--- src/hdl/kalman_filter_position_velocity_macros.svh ---
// assertion macros for the position/velocity kalman filter
// used by the top level only, no other dependencies
`ifndef KALMAN_FILTER_POSITION_VELOCITY_MACROS_SVH
`define KALMAN_FILTER_POSITION_VELOCITY_MACROS_SVH

// same-cycle implication
`define KFPV_ASSERT_NOW(label, clk, rst_n, ante, cons, msg) \
    label: assert property (@(posedge clk) disable iff (!rst_n) (ante) |-> (cons)) \
        else $error(msg);

// next-cycle implication
`define KFPV_ASSERT_NEXT(label, clk, rst_n, ante, cons, msg) \
    label: assert property (@(posedge clk) disable iff (!rst_n) (ante) |=> (cons)) \
        else $error(msg);

`endif

--- src/hdl/kfpv_pkg.sv ---
// shared types, constants and saturation helpers of the kalman filter
// no dependencies
package kfpv_pkg;

    localparam int FRAC_BITS_DEF = 16;
    localparam int COV_FRAC      = 32;
    localparam int COV_W         = 48;
    localparam int DATA_W        = 32;
    localparam int STEP_W        = 17;
    localparam int NOISE_W       = 31;
    localparam int CFG_DATA_W    = 31;
    localparam int CFG_IDX_W     = 2;
    localparam int DIV_STEPS     = COV_W + COV_FRAC;

    localparam logic signed [COV_W-1:0] MAX48 = {1'b0, {(COV_W-1){1'b1}}};
    localparam logic signed [COV_W-1:0] MIN48 = {1'b1, {(COV_W-1){1'b0}}};
    localparam logic signed [DATA_W-1:0] MAX32 = {1'b0, {(DATA_W-1){1'b1}}};
    localparam logic signed [DATA_W-1:0] MIN32 = {1'b1, {(DATA_W-1){1'b0}}};

    typedef enum logic [CFG_IDX_W-1:0] {
        CFG_STEP_TIME   = 2'd0,
        CFG_ACCEL_NOISE = 2'd1,
        CFG_MEAS_NOISE  = 2'd2
    } t_cfg_idx;

    typedef enum logic [4:0] {
        S_IDLE,
        S_DT2,
        S_Q0,
        S_Q1,
        S_A,
        S_B,
        S_C,
        S_K0,
        S_K1,
        S_D,
        S_E,
        S_F,
        S_G,
        S_H,
        S_I,
        S_J,
        S_OUT
    } t_seq;

    function automatic logic signed [COV_W-1:0] sat48(input logic signed [51:0] v);
        logic signed [COV_W-1:0] r;
        if (v > 52'(MAX48)) r = MAX48;
        else if (v < 52'(MIN48)) r = MIN48;
        else r = v[COV_W-1:0];
        return r;
    endfunction

    function automatic logic signed [DATA_W-1:0] sat32(input logic signed [49:0] v);
        logic signed [DATA_W-1:0] r;
        if (v > 50'(MAX32)) r = MAX32;
        else if (v < 50'(MIN32)) r = MIN32;
        else r = v[DATA_W-1:0];
        return r;
    endfunction

endpackage

--- src/hdl/kfpv_meas_if.sv ---
// measurement channel: valid/ready handshake with the position sample
// depends on kfpv_pkg
interface kfpv_meas_if;
    import kfpv_pkg::*;
    logic                     valid;
    logic                     ready;
    logic signed [DATA_W-1:0] measurement;
    modport source (output valid, output measurement, input ready);
    modport sink (input valid, input measurement, output ready);
endinterface

--- src/hdl/kfpv_est_if.sv ---
// estimate channel: valid/ready handshake with position and velocity
// depends on kfpv_pkg
interface kfpv_est_if;
    import kfpv_pkg::*;
    logic                     valid;
    logic                     ready;
    logic signed [DATA_W-1:0] position_estimate;
    logic signed [DATA_W-1:0] velocity_estimate;
    modport source (output valid, output position_estimate, output velocity_estimate,
                    input ready);
    modport sink (input valid, input position_estimate, input velocity_estimate,
                  output ready);
endinterface

--- src/hdl/kfpv_mul.sv ---
// bit-serial shift-add multiplier, one multiplier bit a cycle, then
// round half away from zero and saturate to 48 bits; depends on kfpv_pkg
module kfpv_mul #(
    parameter int OPW = 51
) (
    input  logic                          i_clk,
    input  logic                          i_rst_n,
    input  logic                          i_start,
    input  logic                          i_sh_hi,
    input  logic signed [OPW-1:0]         i_a,
    input  logic signed [OPW-1:0]         i_b,
    output logic                          o_done,
    output logic signed [kfpv_pkg::COV_W-1:0] o_res
);
    import kfpv_pkg::*;

    localparam int CW = $clog2(OPW + 1);

    logic                   r_busy, r_done, r_neg, r_hi;
    logic [CW-1:0]          r_cnt;
    logic [OPW-1:0]         r_ua;
    logic [2*OPW-1:0]       r_prod;
    logic signed [COV_W-1:0] r_res;

    logic [OPW:0]           w_sum;
    logic [2*OPW-1:0]       w_shift, w_rnd;
    logic                   w_rbit;
    logic [COV_W-1:0]       w_lim, w_mag;

    assign w_sum   = {1'b0, r_prod[2*OPW-1:OPW]} + (r_prod[0] ? {1'b0, r_ua} : '0);
    assign w_shift = r_hi ? (r_prod >> (COV_FRAC + 1)) : (r_prod >> COV_FRAC);
    assign w_rbit  = r_hi ? r_prod[COV_FRAC] : r_prod[COV_FRAC-1];
    assign w_rnd   = w_shift + (2*OPW)'(w_rbit);
    assign w_lim   = r_neg ? {1'b1, {(COV_W-1){1'b0}}} : {1'b0, {(COV_W-1){1'b1}}};
    assign w_mag   = (w_rnd > (2*OPW)'(w_lim)) ? w_lim : w_rnd[COV_W-1:0];

    always_ff @(posedge i_clk) begin
        if (!i_rst_n) begin
            r_busy <= 1'b0;
            r_done <= 1'b0;
        end else begin
            r_done <= 1'b0;
            if (i_start) begin
                r_busy <= 1'b1;
                r_cnt  <= CW'(OPW);
                r_neg  <= i_a[OPW-1] ^ i_b[OPW-1];
                r_hi   <= i_sh_hi;
                r_ua   <= i_a[OPW-1] ? OPW'(-i_a) : OPW'(i_a);
                r_prod <= {{OPW{1'b0}}, (i_b[OPW-1] ? OPW'(-i_b) : OPW'(i_b))};
            end else if (r_busy) begin
                if (r_cnt != '0) begin
                    r_prod <= {w_sum, r_prod[OPW-1:1]};
                    r_cnt  <= r_cnt - 1'b1;
                end else begin
                    r_res  <= r_neg ? -signed'(w_mag) : signed'(w_mag);
                    r_done <= 1'b1;
                    r_busy <= 1'b0;
                end
            end
        end
    end

    assign o_done = r_done;
    assign o_res  = r_res;

endmodule

--- src/hdl/kfpv_div.sv ---
// restoring divider, one quotient bit a cycle: num * 2^32 / den,
// truncated toward zero, saturated to 48 bits; depends on kfpv_pkg
module kfpv_div (
    input  logic                              i_clk,
    input  logic                              i_rst_n,
    input  logic                              i_start,
    input  logic signed [kfpv_pkg::COV_W-1:0] i_num,
    input  logic [kfpv_pkg::COV_W:0]          i_den,
    output logic                              o_done,
    output logic signed [kfpv_pkg::COV_W-1:0] o_res
);
    import kfpv_pkg::*;

    localparam int CW = $clog2(DIV_STEPS + 1);

    logic                    r_busy, r_done, r_neg, r_ovf;
    logic [CW-1:0]           r_cnt;
    logic [COV_W-1:0]        r_dvd, r_q;
    logic [COV_W:0]          r_rem, r_den;
    logic signed [COV_W-1:0] r_res;

    logic [COV_W+1:0]        w_t, w_diff;
    logic                    w_ge;
    logic [COV_W-1:0]        w_lim, w_mag;

    assign w_t    = {r_rem, r_dvd[COV_W-1]};
    assign w_ge   = w_t >= {1'b0, r_den};
    assign w_diff = w_t - {1'b0, r_den};
    assign w_lim  = r_neg ? {1'b1, {(COV_W-1){1'b0}}} : {1'b0, {(COV_W-1){1'b1}}};
    assign w_mag  = (r_ovf || r_q > w_lim) ? w_lim : r_q;

    always_ff @(posedge i_clk) begin
        if (!i_rst_n) begin
            r_busy <= 1'b0;
            r_done <= 1'b0;
        end else begin
            r_done <= 1'b0;
            if (i_start) begin
                r_busy <= 1'b1;
                r_cnt  <= CW'(DIV_STEPS);
                r_neg  <= i_num[COV_W-1];
                r_dvd  <= i_num[COV_W-1] ? COV_W'(-i_num) : COV_W'(i_num);
                r_den  <= i_den;
                r_rem  <= '0;
                r_q    <= '0;
                r_ovf  <= 1'b0;
            end else if (r_busy) begin
                if (r_cnt != '0) begin
                    r_rem <= w_ge ? w_diff[COV_W:0] : w_t[COV_W:0];
                    r_dvd <= {r_dvd[COV_W-2:0], 1'b0};
                    r_q   <= {r_q[COV_W-2:0], w_ge};
                    r_ovf <= r_ovf | r_q[COV_W-1];
                    r_cnt <= r_cnt - 1'b1;
                end else begin
                    r_res  <= r_neg ? -signed'(w_mag) : signed'(w_mag);
                    r_done <= 1'b1;
                    r_busy <= 1'b0;
                end
            end
        end
    end

    assign o_done = r_done;
    assign o_res  = r_res;

endmodule

--- src/hdl/kalman_filter_position_velocity.sv ---
// top level of the two-state position/velocity kalman filter
// depends on kfpv_pkg, kfpv_meas_if, kfpv_est_if, kfpv_mul, kfpv_div and the macros header
//
// i_meas carries one position sample per transfer (signed Q16.16), o_est returns
// one position/velocity estimate per sample. i_cfg_we/i_cfg_idx/i_cfg_data write
// step time, acceleration noise and measurement noise; the user must write them
// only while the filter is idle, the block itself does not enforce it. A sample
// is taken only in the idle state; one sequencer then runs thirteen products
// through a bit-serial multiplier (OPW = 51 at 16 fractional bits) and two gains
// through a bit-serial divider; with a non-positive innovation variance the two
// divides are skipped. The sequencer returns to the idle state when it loads the
// result register, and the next sample can be accepted from there.
// The result sits in an output register, so the next sample is accepted while it
// waits; if the receiver still stalls when the next result is ready, the
// sequencer holds in its last step until the register is free.
// Synchronous reset clears the estimate, sets the covariance to identity and the
// registers to dt = 0.01, a = 20, R = 20.
`include "kalman_filter_position_velocity_macros.svh"
module kalman_filter_position_velocity #(
    parameter int FRAC_BITS = kfpv_pkg::FRAC_BITS_DEF
) (
    input  logic                                   i_clk,
    input  logic                                   i_rst_n,
    input  logic                                   i_cfg_we,
    input  logic [kfpv_pkg::CFG_IDX_W-1:0]         i_cfg_idx,
    input  logic [kfpv_pkg::CFG_DATA_W-1:0]        i_cfg_data,
    kfpv_meas_if.sink                              i_meas,
    kfpv_est_if.source                             o_est
);
    import kfpv_pkg::*;

    localparam int UP  = COV_FRAC - FRAC_BITS;
    localparam int OPW = (32 + UP > 51) ? 32 + UP : 51;
    localparam logic [STEP_W-1:0]  STEP_RST  = STEP_W'(((1 << FRAC_BITS) + 50) / 100);
    localparam logic [NOISE_W-1:0] NOISE_RST = NOISE_W'(20 << FRAC_BITS);
    localparam logic signed [OPW-1:0] ONE_OP =
        {{(OPW-COV_FRAC-1){1'b0}}, 1'b1, {COV_FRAC{1'b0}}};

    t_seq r_state, n_state;
    logic r_issued, n_issued;
    logic [STEP_W-1:0]  r_step;
    logic [NOISE_W-1:0] r_accel, r_meas;
    logic signed [DATA_W-1:0] r_pos, n_pos, r_vel, n_vel, r_xp, n_xp, r_z, n_z;
    logic signed [COV_W-1:0] r_p00, n_p00, r_p01, n_p01, r_p10, n_p10, r_p11, n_p11;
    logic signed [COV_W-1:0] r_dt2, n_dt2, r_q0, n_q0, r_q1, n_q1, r_a, n_a;
    logic signed [COV_W-1:0] r_m00, n_m00, r_m01, n_m01, r_m10, n_m10, r_m11, n_m11;
    logic signed [COV_W-1:0] r_k0, n_k0, r_k1, n_k1;
    logic r_ovalid, n_ovalid;
    logic signed [DATA_W-1:0] r_opos, n_opos, r_ovel, n_ovel;

    logic signed [OPW-1:0] w_dt, w_acc, w_one_k0, mul_a, mul_b;
    logic [OPW-1:0]        w_rv_full;
    logic signed [COV_W-1:0] w_rv, mul_res, div_res, div_num;
    logic signed [COV_W+1:0] w_s;
    logic signed [DATA_W:0]  w_innov;
    logic w_s_pos, mul_start, mul_hi, mul_done, div_start, div_done;

    assign w_dt      = signed'(OPW'(r_step) << UP);
    assign w_acc     = signed'(OPW'(r_accel) << UP);
    assign w_rv_full = OPW'(r_meas) << UP;
    assign w_rv      = (w_rv_full > OPW'(MAX48)) ? MAX48 : signed'(w_rv_full[COV_W-1:0]);
    assign w_s       = (COV_W+2)'(r_m00) + (COV_W+2)'(w_rv);
    assign w_s_pos   = !w_s[COV_W+1] && (w_s != '0);
    assign w_innov   = (DATA_W+1)'(r_z) - (DATA_W+1)'(r_xp);
    assign w_one_k0  = ONE_OP - OPW'(r_k0);
    assign div_num   = (r_state == S_K1) ? r_m10 : r_m00;

    kfpv_mul #(.OPW(OPW)) u_mul (
        .i_clk   (i_clk),
        .i_rst_n (i_rst_n),
        .i_start (mul_start),
        .i_sh_hi (mul_hi),
        .i_a     (mul_a),
        .i_b     (mul_b),
        .o_done  (mul_done),
        .o_res   (mul_res)
    );

    kfpv_div u_div (
        .i_clk   (i_clk),
        .i_rst_n (i_rst_n),
        .i_start (div_start),
        .i_num   (div_num),
        .i_den   (w_s[COV_W:0]),
        .o_done  (div_done),
        .o_res   (div_res)
    );

    // multiplier operand selection
    always_comb begin
        mul_a  = '0;
        mul_b  = '0;
        mul_hi = 1'b0;
        unique case (r_state)
            S_DT2: begin mul_a = w_dt; mul_b = w_dt; end
            S_Q0: begin mul_a = OPW'(r_dt2); mul_b = w_acc; mul_hi = 1'b1; end
            S_Q1: begin mul_a = w_dt; mul_b = w_acc; end
            S_A: begin mul_a = w_dt; mul_b = OPW'(r_p01) + OPW'(r_p10); end
            S_B: begin mul_a = OPW'(r_dt2); mul_b = OPW'(r_p11); end
            S_C: begin mul_a = w_dt; mul_b = OPW'(r_p11); end
            S_D: begin mul_a = OPW'(r_vel); mul_b = w_dt; end
            S_E: begin mul_a = OPW'(r_k0); mul_b = OPW'(w_innov); end
            S_F: begin mul_a = OPW'(r_k1); mul_b = OPW'(w_innov); end
            S_G: begin mul_a = w_one_k0; mul_b = OPW'(r_m00); end
            S_H: begin mul_a = w_one_k0; mul_b = OPW'(r_m01); end
            S_I: begin mul_a = OPW'(r_k1); mul_b = OPW'(r_m00); end
            S_J: begin mul_a = OPW'(r_k1); mul_b = OPW'(r_m01); end
            default: begin end
        endcase
    end

    // sequencer
    always_comb begin
        n_state = r_state;  n_issued = r_issued;
        n_pos = r_pos;  n_vel = r_vel;  n_xp = r_xp;  n_z = r_z;
        n_p00 = r_p00;  n_p01 = r_p01;  n_p10 = r_p10;  n_p11 = r_p11;
        n_dt2 = r_dt2;  n_q0 = r_q0;  n_q1 = r_q1;  n_a = r_a;
        n_m00 = r_m00;  n_m01 = r_m01;  n_m10 = r_m10;  n_m11 = r_m11;
        n_k0 = r_k0;  n_k1 = r_k1;
        n_opos = r_opos;  n_ovel = r_ovel;
        n_ovalid = r_ovalid && !o_est.ready;
        mul_start = 1'b0;
        div_start = 1'b0;
        unique case (r_state)
            S_IDLE: begin
                if (i_meas.valid) begin
                    n_z     = i_meas.measurement;
                    n_state = S_DT2;
                end
            end
            S_K0, S_K1: begin
                if (!r_issued) begin
                    if (w_s_pos) begin
                        div_start = 1'b1;
                        n_issued  = 1'b1;
                    end else begin
                        n_k0    = '0;
                        n_k1    = '0;
                        n_state = S_D;
                    end
                end else if (div_done) begin
                    n_issued = 1'b0;
                    if (r_state == S_K0) begin
                        n_k0    = div_res;
                        n_state = S_K1;
                    end else begin
                        n_k1    = div_res;
                        n_state = S_D;
                    end
                end
            end
            S_OUT: begin
                if (!r_ovalid || o_est.ready) begin
                    n_ovalid = 1'b1;
                    n_opos   = r_pos;
                    n_ovel   = r_vel;
                    n_state  = S_IDLE;
                end
            end
            S_DT2, S_Q0, S_Q1, S_A, S_B, S_C, S_D, S_E, S_F, S_G, S_H, S_I, S_J: begin
                if (!r_issued) begin
                    mul_start = 1'b1;
                    n_issued  = 1'b1;
                end else if (mul_done) begin
                    n_issued = 1'b0;
                    unique case (r_state)
                        S_DT2: begin n_dt2 = mul_res; n_state = S_Q0; end
                        S_Q0: begin n_q0 = mul_res; n_state = S_Q1; end
                        S_Q1: begin n_q1 = mul_res; n_state = S_A; end
                        S_A: begin n_a = mul_res; n_state = S_B; end
                        S_B: begin
                            n_m00 = sat48(52'(r_p00) + 52'(r_a) + 52'(mul_res) + 52'(r_q0));
                            n_state = S_C;
                        end
                        S_C: begin
                            n_m01   = sat48(52'(r_p01) + 52'(mul_res));
                            n_m10   = sat48(52'(r_p10) + 52'(mul_res));
                            n_m11   = sat48(52'(r_p11) + 52'(r_q1));
                            n_state = S_K0;
                        end
                        S_D: begin n_xp = sat32(50'(r_pos) + 50'(mul_res)); n_state = S_E; end
                        S_E: begin n_pos = sat32(50'(r_xp) + 50'(mul_res)); n_state = S_F; end
                        S_F: begin n_vel = sat32(50'(r_vel) + 50'(mul_res)); n_state = S_G; end
                        S_G: begin n_p00 = mul_res; n_state = S_H; end
                        S_H: begin n_p01 = mul_res; n_state = S_I; end
                        S_I: begin n_p10 = sat48(52'(r_m10) - 52'(mul_res)); n_state = S_J; end
                        S_J: begin n_p11 = sat48(52'(r_m11) - 52'(mul_res)); n_state = S_OUT; end
                        default: begin end
                    endcase
                end
            end
            default: n_state = S_IDLE;
        endcase
    end

    always_ff @(posedge i_clk) begin
        if (!i_rst_n) begin
            r_state  <= S_IDLE;
            r_issued <= 1'b0;
            r_ovalid <= 1'b0;
            r_step   <= STEP_RST;
            r_accel  <= NOISE_RST;
            r_meas   <= NOISE_RST;
            r_pos    <= '0;
            r_vel    <= '0;
            r_p00    <= ONE_OP[COV_W-1:0];
            r_p01    <= '0;
            r_p10    <= '0;
            r_p11    <= ONE_OP[COV_W-1:0];
        end else begin
            r_state  <= n_state;
            r_issued <= n_issued;
            r_ovalid <= n_ovalid;
            r_pos    <= n_pos;
            r_vel    <= n_vel;
            r_p00    <= n_p00;
            r_p01    <= n_p01;
            r_p10    <= n_p10;
            r_p11    <= n_p11;
            if (i_cfg_we) begin
                if (i_cfg_idx == CFG_STEP_TIME) r_step <= i_cfg_data[STEP_W-1:0];
                else if (i_cfg_idx == CFG_ACCEL_NOISE) r_accel <= i_cfg_data[NOISE_W-1:0];
                else if (i_cfg_idx == CFG_MEAS_NOISE) r_meas <= i_cfg_data[NOISE_W-1:0];
            end
        end
    end

    always_ff @(posedge i_clk) begin
        r_xp   <= n_xp;
        r_z    <= n_z;
        r_dt2  <= n_dt2;
        r_q0   <= n_q0;
        r_q1   <= n_q1;
        r_a    <= n_a;
        r_m00  <= n_m00;
        r_m01  <= n_m01;
        r_m10  <= n_m10;
        r_m11  <= n_m11;
        r_k0   <= n_k0;
        r_k1   <= n_k1;
        r_opos <= n_opos;
        r_ovel <= n_ovel;
    end

    assign i_meas.ready            = (r_state == S_IDLE);
    assign o_est.valid             = r_ovalid;
    assign o_est.position_estimate = r_opos;
    assign o_est.velocity_estimate = r_ovel;

    `KFPV_ASSERT_NEXT(a_accept_starts, i_clk, i_rst_n, i_meas.valid && i_meas.ready, r_state == S_DT2, "transfer did not start the sequence")
    `KFPV_ASSERT_NOW(a_mul_done_issued, i_clk, i_rst_n, mul_done, r_issued, "product returned with no request open")
    `KFPV_ASSERT_NEXT(a_zero_gain, i_clk, i_rst_n, r_state == S_K0 && !r_issued && !w_s_pos, r_k0 == '0 && r_k1 == '0 && r_state == S_D, "non-positive innovation variance did not clear gains")

endmodule
--- src/flat_wrapper.sv ---
// flat-port wrapper written by rule: the top's interface ports become plain ports
module kalman_filter_position_velocity_flat import kfpv_pkg::*;
#(
    parameter int FRAC_BITS = kfpv_pkg::FRAC_BITS_DEF
)
  (i_clk, i_rst_n, i_cfg_we, i_cfg_idx, i_cfg_data, i_meas_valid, i_meas_measurement, i_meas_ready, o_est_valid, o_est_position_estimate, o_est_velocity_estimate, o_est_ready);
  kfpv_meas_if i_meas_i ();
  kfpv_est_if o_est_i ();
  input  logic i_clk;
  input  logic i_rst_n;
  input  logic i_cfg_we;
  input  logic [kfpv_pkg::CFG_IDX_W-1:0] i_cfg_idx;
  input  logic [kfpv_pkg::CFG_DATA_W-1:0] i_cfg_data;
  input wire logic [$bits(i_meas_i.valid)-1:0] i_meas_valid;
  input wire logic [$bits(i_meas_i.measurement)-1:0] i_meas_measurement;
  output wire logic [$bits(i_meas_i.ready)-1:0] i_meas_ready;
  output wire logic [$bits(o_est_i.valid)-1:0] o_est_valid;
  output wire logic [$bits(o_est_i.position_estimate)-1:0] o_est_position_estimate;
  output wire logic [$bits(o_est_i.velocity_estimate)-1:0] o_est_velocity_estimate;
  input wire logic [$bits(o_est_i.ready)-1:0] o_est_ready;
  assign i_meas_i.valid = i_meas_valid;
  assign i_meas_i.measurement = i_meas_measurement;
  assign i_meas_ready = i_meas_i.ready;
  assign o_est_valid = o_est_i.valid;
  assign o_est_position_estimate = o_est_i.position_estimate;
  assign o_est_velocity_estimate = o_est_i.velocity_estimate;
  assign o_est_i.ready = o_est_ready;
  kalman_filter_position_velocity #(.FRAC_BITS(FRAC_BITS)) u_core (.i_clk(i_clk), .i_rst_n(i_rst_n), .i_cfg_we(i_cfg_we), .i_cfg_idx(i_cfg_idx), .i_cfg_data(i_cfg_data), .i_meas(i_meas_i), .o_est(o_est_i));
endmodule
--- config.mk ---
export PLATFORM = sky130hd
export DESIGN_NAME = kalman_filter_position_velocity_flat
export DESIGN_NICKNAME = d
export VERILOG_FILES = /design/src/hdl/kfpv_pkg.sv /design/src/hdl/kfpv_meas_if.sv /design/src/hdl/kfpv_est_if.sv /design/src/hdl/kfpv_mul.sv /design/src/hdl/kfpv_div.sv /design/src/hdl/kalman_filter_position_velocity.sv /design/src/flat_wrapper.sv
export VERILOG_INCLUDE_DIRS = /design/src /design/src/hdl
export SDC_FILE = /design/constraint.sdc
export NUM_CORES = 2
export LEC_CHECK = 0
export BUFFER_PORTS_ARGS = -buffer_cell sky130_fd_sc_hd__buf_2
export CELL_PAD_IN_SITES_DETAIL_PLACEMENT = 1
export CELL_PAD_IN_SITES_GLOBAL_PLACEMENT = 2
export CORE_ASPECT_RATIO = 0.6
export CORE_MARGIN = 2
export CORE_UTILIZATION = 42
export CTS_CLUSTER_SIZE = 24
export DETAILED_ROUTE_END_ITERATION = 12
export GPL_TIMING_DRIVEN = 0
export PLACE_DENSITY = 0.9
export RECOVER_POWER = 100
export SYNTH_ARGS = -nofsm -noshare
export SYNTH_HDL_FRONTEND = slang
export SYNTH_SLANG_ARGS = --single-unit
--- constraint.sdc ---
create_clock -name i_clk -period 14.1 [get_ports i_clk]
set_input_delay 2.82 -clock i_clk [delete_from_list [all_inputs] [get_ports i_clk]]
set_output_delay 2.82 -clock i_clk [all_outputs]
set_load 0.03 [all_outputs]
Yosys cells after proc, flatten, opt, wreduce, memory -nomap -nowiden
Cells that the tools add are included.
{"block": "classes", "eq_ne": 29, "shifts": 0, "div_mod_pow": 0, "n_mux": 84, "n_addsub": 25, "order_cmp": 22, "bitwise": 11, "reduce_logical": 58, "n_mul": 0}
{"cell": "$mux 48", "count": 28}
{"cell": "$pmux 51 s7", "count": 1}
{"cell": "$gt 52x48->1 const B", "count": 6}
{"cell": "$lt 52x48->1 const B", "count": 6}
{"cell": "$pmux 51 s6", "count": 1}
{"cell": "$add 48x48->49", "count": 6}
{"cell": "$mux 102", "count": 2}
{"cell": "$mux 32", "count": 5}
{"cell": "$mux 51", "count": 3}
{"cell": "$gt 50x32->1 const B", "count": 3}
{"cell": "$lt 50x32->1 const B", "count": 3}
{"cell": "$add 32x48->49", "count": 3}
{"cell": "$mux 49", "count": 3}
{"cell": "$neg 48->48", "count": 3}
{"cell": "$neg 51->51", "count": 2}
{"cell": "$sub 48x48->49", "count": 2}
{"cell": "$reduce_and 4->1", "count": 18}
{"cell": "$add 70x1->71", "count": 1}
{"cell": "$gt 71x48->1", "count": 1}
{"cell": "$mux 70", "count": 1}
{"cell": "$pmux 5 s13", "count": 1}
{"cell": "$add 51x52->52", "count": 1}
{"cell": "$add 52x48->52", "count": 1}
{"cell": "$add 49x48->50", "count": 1}
{"cell": "other kinds (47)", "count": 127}
{"block": "totals", "elab_cells": 275, "output_inout_bits": 66, "latchBits": 0, "n_memories": 0, "reg_bits": 1414, "mem_bits_ro": 0, "mem_bits_rw": 0}

Longest topological paths before layout
{"block": "logic_depth", "ltp_word": 10, "depth_mapped": 48}

Modules after synthesis
From an unflattened synthesis, not the netlist that was laid out.
{"block": "unflattened", "hier_cells": 12033, "hier_area_um2": 106652.3}
{"module": "kalman_filter_position_velocity", "n_inst": 1, "seq_area_each_um2": 25104.1, "area_per_inst_um2": 71337.2, "cells_each": 8170}
{"module": "kfpv_mul", "n_inst": 1, "seq_area_each_um2": 6316.1, "area_per_inst_um2": 18997.0, "cells_each": 2161}
{"module": "kfpv_div", "n_inst": 1, "seq_area_each_um2": 7577.3, "area_per_inst_um2": 16318.2, "cells_each": 1702}

Least setup slack after synthesis
Ideal clock, no wire load.
{"block": "synth_timing", "path_kind": "register to register", "startpoint": "reg u_core.r_m00[16]", "endpoint": "reg u_core.u_div.r_cnt[0], enable pin", "slack_ns": 2.725, "arrival_time_ns": 10.659, "t_required_ns": 13.384, "period_less_slack_ns": 11.375, "n_path_buf": 1, "stages_incl_launch_ff": 17, "setup_time_ns": 0.716, "path_cell_list": "edfxtp_1 ha_1 inv_1 fa_1 nor2b_1 o31a_1 o2111ai_1 a31o_2 a21oi_1 or2_2 a311o_1 nand4_1 nor4_1 a311oi_1 nand2_1 clkbuf_1 a21oi_1"}
{"block": "synth_via", "elab_chain_len": 8, "word_cells_on_any_way": 10, "classes_between": "add/sub: 1; mux: 3; reduce/logical: 6"}
{"item": "from (decl)", "line_no": "kalman_filter_position_velocity.sv:46", "rtl": "logic signed [COV_W-1:0] r_m00, n_m00, r_m01, n_m01, r_m10, n_m10, r_m11, n_m11;"}
{"item": "from (signal assigned)", "line_no": "kalman_filter_position_velocity.sv:235", "rtl": "r_m00 <= n_m00;"}
{"item": "$add 48x48->49 *", "line_no": "kalman_filter_position_velocity.sv:62", "rtl": "assign w_s = (COV_W+2)'(r_m00) + (COV_W+2)'(w_rv);"}
{"item": "$reduce_bool 50->1 / $logic_not 1->1 (equally long branches)", "line_no": "kalman_filter_position_velocity.sv:63", "rtl": "assign w_s_pos = !w_s[COV_W+1] && (w_s != '0);"}
{"item": "$logic_and 1x1->1 *", "line_no": "kalman_filter_position_velocity.sv:63"}
{"item": "$mux 1 *", "line_no": "kalman_filter_position_velocity.sv:133", "rtl": "if (w_s_pos) begin"}
{"item": "$mux 1 *", "line_no": "kalman_filter_position_velocity.sv:132", "rtl": "if (!r_issued) begin"}
{"item": "$mux 1 *", "line_no": "kalman_filter_position_velocity.sv:124", "rtl": "unique case (r_state)"}
{"item": "$reduce_bool 2->1 (no line)"}
{"item": "$reduce_and 3->1 (no line) *"}
{"item": "to (signal assigned)", "line_no": "kfpv_div.sv:40", "rtl": "r_cnt <= CW'(DIV_STEPS);"}
{"item": "to (signal assigned)", "line_no": "kfpv_div.sv:53", "rtl": "r_cnt <= r_cnt - 1'b1;"}
{"item": "to (decl)", "line_no": "kfpv_div.sv:17", "rtl": "logic [CW-1:0] r_cnt;"}
Mark *: on every way between the ends. The rest lies on a longest branch, timed or not.
A chain may end at the register's enable or synchronous reset.

Worst setup path after layout
{"block": "layout_timing", "startpoint": "reg u_core.u_mul.r_hi", "endpoint": "reg u_core.u_mul.r_res[42] (netlist: u_core.u_mul.o_res[42]), data pin"}
{"block": "layout_via", "elab_chain_len": 6, "word_cells_on_any_way": 7, "classes_between": "add/sub: 2; order compare: 1; mux: 4"}
{"item": "from (decl)", "line_no": "kfpv_mul.sv:19", "rtl": "logic r_busy, r_done, r_neg, r_hi;"}
{"item": "from (signal assigned)", "line_no": "kfpv_mul.sv:47", "rtl": "r_hi <= i_sh_hi;"}
{"item": "$mux 70 / $mux 1 (equally long branches)", "line_no": "kfpv_mul.sv:31, kfpv_mul.sv:32"}
{"item": "$add 70x1->71 *", "line_no": "kfpv_mul.sv:33", "rtl": "assign w_rnd = w_shift + (2*OPW)'(w_rbit);"}
{"item": "$gt 71x48->1", "line_no": "kfpv_mul.sv:35", "rtl": "assign w_mag = (w_rnd > (2*OPW)'(w_lim)) ? w_lim : w_rnd[COV_W-1:0];"}
{"item": "$mux 48 *", "line_no": "kfpv_mul.sv:35"}
{"item": "net u_core.u_mul.w_mag[0]", "line_no": "kfpv_mul.sv:28", "rtl": "logic [COV_W-1:0] w_lim, w_mag;"}
{"item": "$neg 48->48 *", "line_no": "kfpv_mul.sv:55", "rtl": "r_res <= r_neg ? -signed'(w_mag) : signed'(w_mag);"}
{"item": "$mux 48 *", "line_no": "kfpv_mul.sv:55"}
{"item": "to (signal assigned)", "line_no": "kfpv_mul.sv:55"}
{"item": "to (decl)", "line_no": "kfpv_mul.sv:23", "rtl": "logic signed [COV_W-1:0] r_res;"}
The timed path passes the listed nets; every way through them passes the cells marked *.

==> results.md <==
- Outcome: finished, violations left
- Violated checks: max-capacitance violations, max-slew violations
- Nature of the critical path endpoint: flip-flop
- Routed wire length per instance: approximately 32 um
- Clk Latency, worst-skew pair: just over 900 ps
- Critical path's top delay family: simple AND/OR/NAND/NOR gates
- Kind of critical path: reg2reg
- Antenna violations before repair: 80
- Register area: 0.0390 mm2
- Worst path buffer plus inverter count: 15
- Routed vias: 103357
- Most frequent cells in the layout: 1266 x nand2_1, 1236 x a21oi_1, 1068 x edfxtp_1, 827 x o21ai_0, 802 x ha_1
- Arrival time worst endpoint: 14080 ps
- Worst-Margin Slew: 2770 ps
- Clock transition at path regs: 70 ps
- Hold Crit Class: reg2reg
- Sequential Power Share: a little under half
- Peak VDD IR: 101 uV
- EDFF count, synth: 1068
- Final setup viols: 0
- Post-synth top flop: edfxtp_1
- Slew Limit Headroom: -85.0%
- Slowest stage cell, crit path: clkbuf_1
- Share of layout cells above drive strength 1: between 4 and 5%
- Overflow after GRT: 0
- RD Place Congestion: 1.03
- Commonest non-fill, non-tap cell in the layout: nand2_1
- Clk pwr share: between 40% and 50%
- Die ar.: 0.254 mm2
- Post-CTS sizing: 0
- Max Fanout on Critical Path: 19
- DRT iter0 DRCs: ~16000
- Clk sink count: 1414
- Non-Filler Instances: 15596
- Yosys top cell area share: a little under a third
- Final Cycle Share: ~96%
- Psw: around 2.9 mW
- Cell taking the most area after synthesis: edfxtp_1
- First-pass GRT wire length: around 700000 um
- Mapped cell area: around 0.11 mm2
- Number of distinct library cells after synthesis: 122
- Number of H-tree levels: 4
- Pwr/cell area: 88.2 mW/mm2
- Hold Vio Cnt, Final: 0
- Area occupied by multi-input gates: 0.0625 mm2
- Port Buffers: approximately 140
- Seq cells post-synth: 1414
- Largest net degree at the start of global routing: 40
- Initial core utilization: 42.2%
- Fin. max-slew vios: 1165
- Internal power: between 7 and 8 mW
- MaxCap Viol Count: 70
- CTS root buffer: clkbuf_16
- Setup bufs post-CTS: 0
- Cells after synthesis: around 12000
- # IOs: 136
- Gr usage total: 38.3%
- Post-synthesis sequential area ratio: 37.1%
- Area Overhead vs Synth: 10.3%
- Cts bufs inserted: 160
- Leakage: 44.6 nW
- Startpoint types: flip-flop
- Fill cell count: a little under 30000
- Vias in the first global route: 97543
- Dpl cells: 15255
- Fmax: about 74 MHz
- Crit path largest cell delay: 680 ps
- CTS tree: built
- Post-synth ARST share: 0%
- Die Y: 391 um
- Unrepaired setup endpoints after global routing: false
- Hpwl dp: 410000 um
- Layout Skew: 111 ps
- Hold_buf cts: 0
- Fin crit period: 13540 ps
- Switching part of the total: 27.9%
- Core area: between 0.2 and 0.25 mm2
- Overall power: approximately 10 mW
- DR vias/cell: between 6 and 7
- Gate power share: 10.7%
- Yosys Warn Count: 0
- CTS max path bufs: 4
- Critical Path RT: 14640 ps
- Antenna viol nets, final: 0
- First-pass DRT Iterations: 9
- Die W: approximately 650 um
- Site Rows: 142
- Crit-path most repeated cell: buf_6
- Drt total wl: approximately 510000 um
- Nets@finish: 13042
- DRC viols: 0
- Mapped Avg Cell Area: 9.01 um2
- Synth top area cells: edfxtp_1 31%, ha_1 9.5%, dfxtp_1 6.6%
[path summary, 6_finish.rpt]
kind,to,from,depth (start not counted),slack [ps]
hold / removal,u_core.r_meas[19],u_core.r_meas[19],2,470
hold reg to reg,u_core.r_meas[19],u_core.r_meas[19],2,470
setup reg to reg,u_core.u_mul.o_res[42],u_core.u_mul.r_hi,45,560
setup / recovery,u_core.u_mul.o_res[42],u_core.u_mul.r_hi,45,560
[worst reg2reg max path, delay by kind of cell (launching register included)]
kind	cells	cell delay (ps)
compound gates	6	1120
flops	1	370
mux	1	250
fa+ha+maj	4	1180
buf+inv	15	3940
xor+xnor	1	510
simple gates	18	5810
[area by class of cell]
class | count | share of cell area [%]
timing repair buffer | 283 | 1.10
multi-input combinational | 9328 | 53.9
inverter | 400 | 1.30
sequential | 1414 | 33.6
clock buffer | 204 | 3.81
buffer | 520 | 1.81
antenna | 54 | 0.117
tap | 3312 | 3.58
clock inverter | 81 | 0.713
[sequential cells by signal, summed over array words and instances, names as in the netlist, 49 cells and up]
register,flops
u_core.u_mul.r_prod,102
u_core.u_div.r_rem,49
u_core.u_div.r_den,49
u_core.u_mul.r_ua,51
[cell families (layout without fill, tap and decap cells)]
kind of cell | after synthesis | in the layout | share of synthesized area [%]
AO/OA/AOI/OAI | 3740 | 3740 | 22.6
XOR/XNOR | 817 | 817 | 6.81
adder cells (fa/ha/maj) | 919 | 919 | 11.3
buffers and inverters | 921 | 1488 | 3.43
flip-flops | 1414 | 1414 | 37.1
multiplexers | 192 | 192 | 1.85
other | 1 | 57 | 0.00357
AND/OR/NAND/NOR | 3657 | 3657 | 17.0
[power groups by stage]
stage / Sequential [mW] / Combinational (mW) / Clock, mW
global placement: 4.77 / 0.985 / 0
global route: 4.67 / 1.17 / 4.60
detailed placement: 4.75 / 1.06 / 0
floorplan: 4.69 / 0.696 / 0
finish: 4.68 / 1.09 / 4.45
CTS: 4.66 / 1.07 / 4.45
[Yosys cell counts (all sizes together), types with 110 or more instances]
master / n
a31oi: 117
inv: 397
and3: 110
clkbuf: 436
ha: 802
xnor2: 470
o21ai: 840
mux2i: 174
edfxtp: 1068
nand2: 1266
nor2: 710
and2: 209
nor3: 251
a21oi: 1237
nand4: 147
nand3: 281
a211oi: 138
nand2b: 129
a21o: 382
xor2: 347
dfxtp: 346
nor2b: 115
o21a: 121
[layer usage]
layer	track usage [%]	part of all wire (%)	vias to the layer above
met5	0	0.12	-
met4	15.1	4.4	58
met3	14.6	15	899
met2	48.9	37	6254
met1	56.6	43	51772
li1	-	-	44374
[metrics by stage]
step / utilization [%] / area [um2] / hold slack (ps) / setup slack, ps / setup TNS (ps)
floorplan: - / 105000 / 429 / 2730 / 0
global placement: 44.1 / 110000 / 449 / -5120 / -776690
detailed placement: 45.4 / 113000 / 453 / 305 / 0
CTS: 47.5 / 119000 / 463 / 161 / 0
global route: 46.4 / 116000 / 483 / 38.1 / 0
finish: 46.5 / 116000 / 466 / 560 / 0
Note: power is estimated with default switching activity, not from simulation.
